===== config.mk =====
export PLATFORM = sky130hd
export DESIGN_NAME = spsd_cell
export DESIGN_NICKNAME = d
export VERILOG_FILES = /design/src/spsd_pkg.sv /design/src/spsd_cell.sv
export SDC_FILE = /design/constraint.sdc
export NUM_CORES = 2
export LEC_CHECK = 0
export BUFFER_PORTS_ARGS = -buffer_cell sky130_fd_sc_hd__buf_2
export CAP_MARGIN = 5
export CELL_PAD_IN_SITES_DETAIL_PLACEMENT = 0
export CELL_PAD_IN_SITES_GLOBAL_PLACEMENT = 1
export CORE_MARGIN = 2
export CORE_UTILIZATION = 35
export CTS_BUF_LIST = sky130_fd_sc_hd__clkbuf_16
export DETAILED_ROUTE_END_ITERATION = 16
export PLACE_DENSITY_LB_ADDON = 0.1
export SYNTH_ARGS = -nofsm -noshare
export SYNTH_HDL_FRONTEND = slang
export SYNTH_SLANG_ARGS = --single-unit

===== constraint.sdc =====
create_clock -name i_clk -period 17.5 [get_ports i_clk]
set_input_delay 3.5 -clock i_clk [delete_from_list [all_inputs] [get_ports i_clk]]
set_output_delay 3.5 -clock i_clk [all_outputs]
set_load 0.01 [all_outputs]

===== src/spsd_pkg.sv =====
// shared types and constants for the steady pose settle detector
// no dependencies; used by every module of the block
`default_nettype none

package spsd_pkg;

    // field widths
    localparam int POS_W    = 24;
    localparam int ROT_W    = 16;
    localparam int TICK_W   = 16;
    localparam int REQ_W    = 2;
    localparam int STAT_W   = 2;
    localparam int NREQ_W   = 5;
    localparam int THR_W    = 52;
    localparam int TMO_W    = 32;
    localparam int SQ_W     = 2 * POS_W;
    localparam int ACC_W    = SQ_W + 2;
    localparam int CFG_IDX_W = 2;

    // stream payload widths
    localparam int S_DATA_W = TICK_W + 3 * POS_W + 4 * ROT_W;
    localparam int M_DATA_W = 3 * POS_W + 4 * ROT_W;

    // request kinds
    localparam logic [REQ_W-1:0] REQ_START  = 2'd0;
    localparam logic [REQ_W-1:0] REQ_POLL   = 2'd1;
    localparam logic [REQ_W-1:0] REQ_SAMPLE = 2'd2;

    // result status codes
    localparam logic [STAT_W-1:0] STAT_RUN  = 2'd0;
    localparam logic [STAT_W-1:0] STAT_OK   = 2'd1;
    localparam logic [STAT_W-1:0] STAT_FAIL = 2'd2;

    // configuration register indexes
    localparam logic [CFG_IDX_W-1:0] CFG_REQUIRED = 2'd0;
    localparam logic [CFG_IDX_W-1:0] CFG_THRESH   = 2'd1;
    localparam logic [CFG_IDX_W-1:0] CFG_TIMEOUT  = 2'd2;

    // configuration reset values
    localparam logic [NREQ_W-1:0] RST_REQUIRED = 5'd5;
    localparam logic [THR_W-1:0]  RST_THRESH   = 52'd100;
    localparam logic [TMO_W-1:0]  RST_TIMEOUT  = 32'd10000;

    // axis selector for the shared squarer
    typedef enum logic [1:0] {
        AXIS_X,
        AXIS_Y,
        AXIS_Z
    } t_axis;

    // sequencer states
    typedef enum logic [2:0] {
        ST_IDLE,
        ST_SQ0,
        ST_SQ1,
        ST_SQ2,
        ST_ACC,
        ST_CMP,
        ST_DONE
    } t_state;

    // control broadcast from the sequencer to every cell
    typedef struct packed {
        logic  sq_en;
        t_axis axis;
        logic  acc_load;
        logic  acc_add;
        logic  cmp_en;
    } t_cell_ctl;

endpackage

`default_nettype wire


===== src/spsd_cell.sv =====
// one window cell: holds a position, passes it on when a sample shifts in,
// and measures its squared distance to the newest sample; uses spsd_pkg
`default_nettype none

module spsd_cell (
    input  wire                          i_clk,
    input  spsd_pkg::t_cell_ctl          i_ctl,
    input  wire                          i_shift,
    input  wire  [spsd_pkg::POS_W-1:0]   i_x,
    input  wire  [spsd_pkg::POS_W-1:0]   i_y,
    input  wire  [spsd_pkg::POS_W-1:0]   i_z,
    input  wire  [spsd_pkg::POS_W-1:0]   i_ref_x,
    input  wire  [spsd_pkg::POS_W-1:0]   i_ref_y,
    input  wire  [spsd_pkg::POS_W-1:0]   i_ref_z,
    input  wire  [spsd_pkg::THR_W-1:0]   i_thr,
    output logic [spsd_pkg::POS_W-1:0]   o_x,
    output logic [spsd_pkg::POS_W-1:0]   o_y,
    output logic [spsd_pkg::POS_W-1:0]   o_z,
    output logic                         o_over
);

    logic [spsd_pkg::POS_W-1:0] r_x, r_y, r_z;
    logic [spsd_pkg::SQ_W-1:0]  r_sq;
    logic [spsd_pkg::ACC_W-1:0] r_acc;
    logic                       r_over;

    logic [spsd_pkg::POS_W-1:0] w_own, w_ref;
    logic signed [spsd_pkg::POS_W:0] w_diff;
    logic [spsd_pkg::POS_W:0]   w_abs;
    logic [spsd_pkg::SQ_W-1:0]  w_sq;

    // window position, shifted from the neighbour
    always_ff @(posedge i_clk) begin
        if (i_shift) begin
            r_x <= i_x;
            r_y <= i_y;
            r_z <= i_z;
        end
    end

    // pick the axis under test
    always_comb begin
        case (i_ctl.axis)
            spsd_pkg::AXIS_X: begin
                w_own = r_x;
                w_ref = i_ref_x;
            end
            spsd_pkg::AXIS_Y: begin
                w_own = r_y;
                w_ref = i_ref_y;
            end
            spsd_pkg::AXIS_Z: begin
                w_own = r_z;
                w_ref = i_ref_z;
            end
            default: begin
                w_own = r_x;
                w_ref = i_ref_x;
            end
        endcase
    end

    // magnitude of the difference, then its square
    assign w_diff = $signed({w_own[spsd_pkg::POS_W-1], w_own})
                  - $signed({w_ref[spsd_pkg::POS_W-1], w_ref});
    assign w_abs  = w_diff[spsd_pkg::POS_W] ? (~w_diff + 1'b1) : w_diff;
    assign w_sq   = w_abs[spsd_pkg::POS_W-1:0] * w_abs[spsd_pkg::POS_W-1:0];

    // square register, accumulator and threshold compare
    always_ff @(posedge i_clk) begin
        if (i_ctl.sq_en) begin
            r_sq <= w_sq;
        end
        if (i_ctl.acc_load) begin
            r_acc <= {2'b00, r_sq};
        end else if (i_ctl.acc_add) begin
            r_acc <= r_acc + {2'b00, r_sq};
        end
        if (i_ctl.cmp_en) begin
            r_over <= {{(spsd_pkg::THR_W-spsd_pkg::ACC_W){1'b0}}, r_acc} > i_thr;
        end
    end

    assign o_x    = r_x;
    assign o_y    = r_y;
    assign o_z    = r_z;
    assign o_over = r_over;

endmodule

`default_nettype wire


Word-level counts from Yosys, hierarchy flattened

Cells that the tools add are included.

Output and inout port bits: 73
Register bits: 171
Input port bits: 204

Bitwise gates (word level): 1
Mux-type cells: 5
Multipliers: 1
Eq/ne operators: 2
Reductions and logical operators: 1
Magnitude comparators: 1
$add $sub $neg: 3

Operator list:

| operator              | number |
|---|---|
| $mux 48               | 2 |
| $pmux 24 s2           | 2 |
| $gt 50x52->1          | 1 |
| $add 50x48->50        | 1 |
| $mul 24x24->48        | 1 |
| $sub 24x24->25        | 1 |
| $add 24x1->24 const B | 1 |
| $mux 24               | 1 |
| $not 24->24           | 1 |
| $eq 2x1->1 const B    | 1 |
| $eq 2x2->1 const B    | 1 |
| $reduce_bool 2->1     | 1 |

Logic depth before layout (Yosys ltp)

Word-level depth: 7
Gate-level depth with buffers: 51

Least setup slack after synthesis

OpenSTA, ideal clock, no wires.

Path kind: input-to-reg
From: input i_ctl[3] in the netlist's numbering
To: register r_sq[46] in the netlist's numbering (data pin)
Data required time: 17.234 ns
Arrival time: 14.376 ns
Setup slack: 2.858 ns
Stages: 45
Cells stage by stage: inv_1 -> ha_1 -> clkbuf_1 -> buf_1 -> a22oi_1 -> o21ai_0 -> ha_1 -> inv_1 -> fa_1 -> a21o_1 -> a221oi_4 -> nor3_2 -> o41a_1 -> or2_1 -> xor2_1 -> or3_4 -> o41ai_1 -> nand3_1 -> (+9 left out) -> fa_1 -> fa_1 -> inv_1 -> fa_1 -> inv_1 -> ha_1 -> and3_1 -> and3_1 -> and3_1 -> a21oi_1 -> o21ai_0 -> a211oi_1 -> o31ai_1 -> a21oi_1 -> o31ai_1 -> o21ba_2 -> o41ai_1 -> xnor2_1

Cells in the longest elaborated chain, start to end: 7
Elaborated cells on any way between the ends: 9

Ends and longest elaborated chain:

| item                                            | RTL line        | RTL |
|---|---|---|
| start, declared                                 | spsd_cell.sv:7  | `input spsd_pkg::t_cell_ctl i_ctl,` |
| $eq 2x2->1 / $eq 2x1->1 (equally long branches) | spsd_cell.sv:43 | `case (i_ctl.axis)` |
| $pmux 24 s2                                     | spsd_cell.sv:43 |  |
| $sub 24x24->25 *                                | spsd_cell.sv:65 | `- $signed({w_ref[spsd_pkg::POS_W-1], w_ref});` |
| $not 24->24                                     | spsd_cell.sv:66 | `assign w_abs = w_diff[spsd_pkg::POS_W] ? (~w_diff + 1'b1) : w_diff;` |
| $add 24x1->24                                   | spsd_cell.sv:66 |  |
| $mux 24 *                                       | spsd_cell.sv:66 |  |
| $mul 24x24->48 *                                | spsd_cell.sv:67 | `assign w_sq = w_abs[spsd_pkg::POS_W-1:0] * w_abs[spsd_pkg::POS_W-1:0];` |
| net w_sq, one bit                               | spsd_cell.sv:30 | `logic [spsd_pkg::SQ_W-1:0] w_sq;` |
| end signal, assigned                            | spsd_cell.sv:72 | `r_sq <= w_sq;` |
| end, declared                                   | spsd_cell.sv:23 | `logic [spsd_pkg::SQ_W-1:0] r_sq;` |

Mark *: on every way through the listed nets, which the timed path passes. The rest lies on a longest branch.
A chain may end at the register's enable or synchronous reset.

Final worst setup path

From: input i_ctl[3] in the netlist's numbering
To: register r_sq[47] in the netlist's numbering (data pin)

Same word-level chain as after synthesis.

==> flow_summary.json <==
{
  "status": "finished, final reports clean",
  "core_um2": 78600,
  "fillers": 8079,
  "worst-path-max-fanout": 96,
  "cp_top_family": "adder cells",
  "r2r_start": "o_y[0]$_DFFE_PP_",
  "hp-start": "r_sq[32]$_DFFE_PP_",
  "synth_area_leaders": "fa_1 31%, edfxtp_1 18%, ha_1 13%",
  "synth-seq-area-share": 0.184,
  "finalHoldViolations": 0,
  "synth_top_area_share": 0.309,
  "ctsResizeCount": 0,
  "placement.io_buffers": 276,
  "layout.cells.non_filler": 4229,
  "multiInputGateArea_um2": 19900,
  "worstMarginPinSlew_ps": 1080,
  "grt_max_degree": 97,
  "ios": 277,
  "critPathMaxStageDelay_ps": 630,
  "cts_buffer_depth": 2,
  "cp_common_cell": "fa_1",
  "hold_depth": 2,
  "hp-class": "reg2reg",
  "report.final.slew_viol_count": 0,
  "initial_core_util": 0.352,
  "drive_above_1_share": 0.124,
  "grt_pass1_wl_um": 133000,
  "die_w_um": 285,
  "crit_slowest_cell": "a311oi_1",
  "num_rows": 103,
  "synth_edf_count": 168,
  "wire_per_inst_um": 20.2,
  "syn_to_final_growth_pct": 11.8,
  "crit_start": "i_ctl[3]",
  "critPathBufInv": 9,
  "critPathCaptureType": "flip-flop",
  "layout_commonest_cell": "inv_1",
  "cp.required_ps": 17720,
  "rsz0062_at_grt": "false",
  "max_freq_mhz": 64.1,
  "fin_crit_sh": 0.892,
  "finalSetupViolCount": 0,
  "drcViolationCount": 0,
  "period_needed_ps": 15610,
  "postSynthAreaPerCell_um2": 9.45,
  "grtUsageTotal": 0.214,
  "skew_ps": 24.5,
  "clkTransAtPathRegs_ps": 70,
  "cts_buffers": 17,
  "antenna_left": 0,
  "cts-htree-levels": 4,
  "grt_pass1_vias": 22916,
  "dr.pass1.iters": 5,
  "worstPathArrival_ps": 15830,
  "cp-start-kind": "input pin",
  "die_area_um2": 81200,
  "ys_warn_count": 0,
  "cts_num_sinks": 170,
  "wirelength_um": 85400,
  "dp_cells": 4196,
  "relSlewSlack": 0.279,
  "synthFlopType": "edfxtp_1",
  "cts_hold_buf": 0,
  "cap_violations": 0,
  "min_to": "r_acc[32]$_DFFE_PP_",
  "seq_area_um2": 5080,
  "viasPerCell": 4.91,
  "num_vias": 20766,
  "synth-seq-cells": 170,
  "overflow": 0,
  "synth_nets": 3849,
  "async_flop_share": 0,
  "place_congestion": 0.885,
  "fp.dieH_um": 285,
  "r2r_end": "r_sq[47]$_DFFE_PP_",
  "ys_types": 78,
  "grt_antenna_before_repair": 2,
  "postSynthCellCount": 2925,
  "cts-root-buf": "clkbuf_16",
  "tritoncts": "done",
  "r2r_cells": 41,
  "criticalPathCategory": "in2reg",
  "clk_latency_ps": 490,
  "synth_area_um2": 27600,
  "setup_tns_ps": 0,
  "dpl.hpwl_um": 71200,
  "nets": 4089,
  "drtIter0Drc": 927,
  "ff2ff_setup_slack_ps": 5080,
  "mostFrequentLayoutCells": "598 x inv_1, 427 x fa_1, 291 x ha_1",
  "synth_largest_area_cell": "fa_1",
  "post_cts_buffers": 0
}
==> stage by stage <==
step,setup WS (ps),area (um^2),hold WS (ps),utilization
after floorplan,2860,27600,526,-
after global placement,1450,30300,555,0.386
after detailed placement,1320,30300,551,0.386
after CTS,1830,30900,572,0.393
after global routing,1050,30900,600,0.393
final,1890,30900,567,0.393
==> layout make-up <==
type / instances / share of cell area
multi-input combinational: 2053 / 0.645
timing repair buffer: 317 / 0.0551
antenna: 1 / 0.0000810
clock inverter: 15 / 0.00486
clock buffer: 17 / 0.0138
tap: 1050 / 0.0425
inverter: 606 / 0.0736
sequential: 170 / 0.165
==> cells by family (layout without fill, tap and decap cells) <==
logic type,count (synthesis),count (layout),share of synthesized area
fa+ha+maj,720,720,0.442
compound gates,540,540,0.125
mux,8,8,0.00317
simple gates,649,649,0.106
other cells,0,1,0
flops,170,170,0.184
buf+inv,702,955,0.0960
xor+xnor,136,136,0.0441
==> synth_stat cells, types with 5 or more instances <==
cell	instances
a211o_1	7
a211oi_1	7
a21o_1	76
a21oi_1	155
a221oi_1	6
a22oi_1	48
a31o_2	7
a31oi_1	12
a41o_1	5
and2_1	8
and3_1	17
and4_1	6
buf_1	6
clkbuf_1	84
edfxtp_1	168
fa_1	427
ha_1	293
inv_1	598
inv_2	6
mux2_2	6
nand2_1	209
nand2b_1	34
nand3_1	33
nand4_1	22
nor2_1	242
nor2b_1	24
nor3_1	13
o211ai_1	5
o21a_1	19
o21ai_0	126
o21bai_1	21
o31ai_1	10
or2_2	10
or3_1	8
xnor2_1	77
xor2_1	56
==> worst max path at each step <==
| stage | to | slack (ps) | cells after the start |
|---|---|---|---|
| 4_1_cts | r_sq[47]$_DFFE_PP_ | 1830 | 45 |
| 3_5_place_dp | r_sq[47]$_DFFE_PP_ | 1320 | 45 |
| 2_1_floorplan | r_sq[46]$_DFFE_PP_ | 2860 | 45 |
| 6_report | r_sq[47]$_DFFE_PP_ | 1890 | 44 |
| 5_1_grt | r_sq[47]$_DFFE_PP_ | 1050 | 44 |
| 3_3_place_gp | r_sq[47]$_DFFE_PP_ | 1450 | 45 |
==> sequential cells by signal, indices dropped and copies added, names as in the netlist <==
signal / count
o_y: 24
o_over: 1
r_acc: 50
r_sq: 47
o_x: 24
o_z: 24
==> metal layers <==
layer  up-vias  track usage  share of wire
met2       375        0.378           0.50
met4         0       0.0539          0.021
met5         -            0              0
met1     10346        0.276           0.44
li1       9956            -              -
met3        89       0.0311          0.033
==> worst reg2reg max path, delay by kind of cell, from the launching register on <==
| family | cells | cell delay [ps] |
|---|---|---|
| adders and majority gates | 10 | 4400 |
| AOI/OAI and AO/OA | 14 | 3470 |
| and+or+nand+nor | 8 | 1810 |
| buffers and inverters | 6 | 1180 |
| xor gates and xnor gates | 3 | 840 |
| DFF | 1 | 470 |
Power is not shown: default switching activity piles up to over one toggle a cycle in this logic, so the estimate is an artifact.
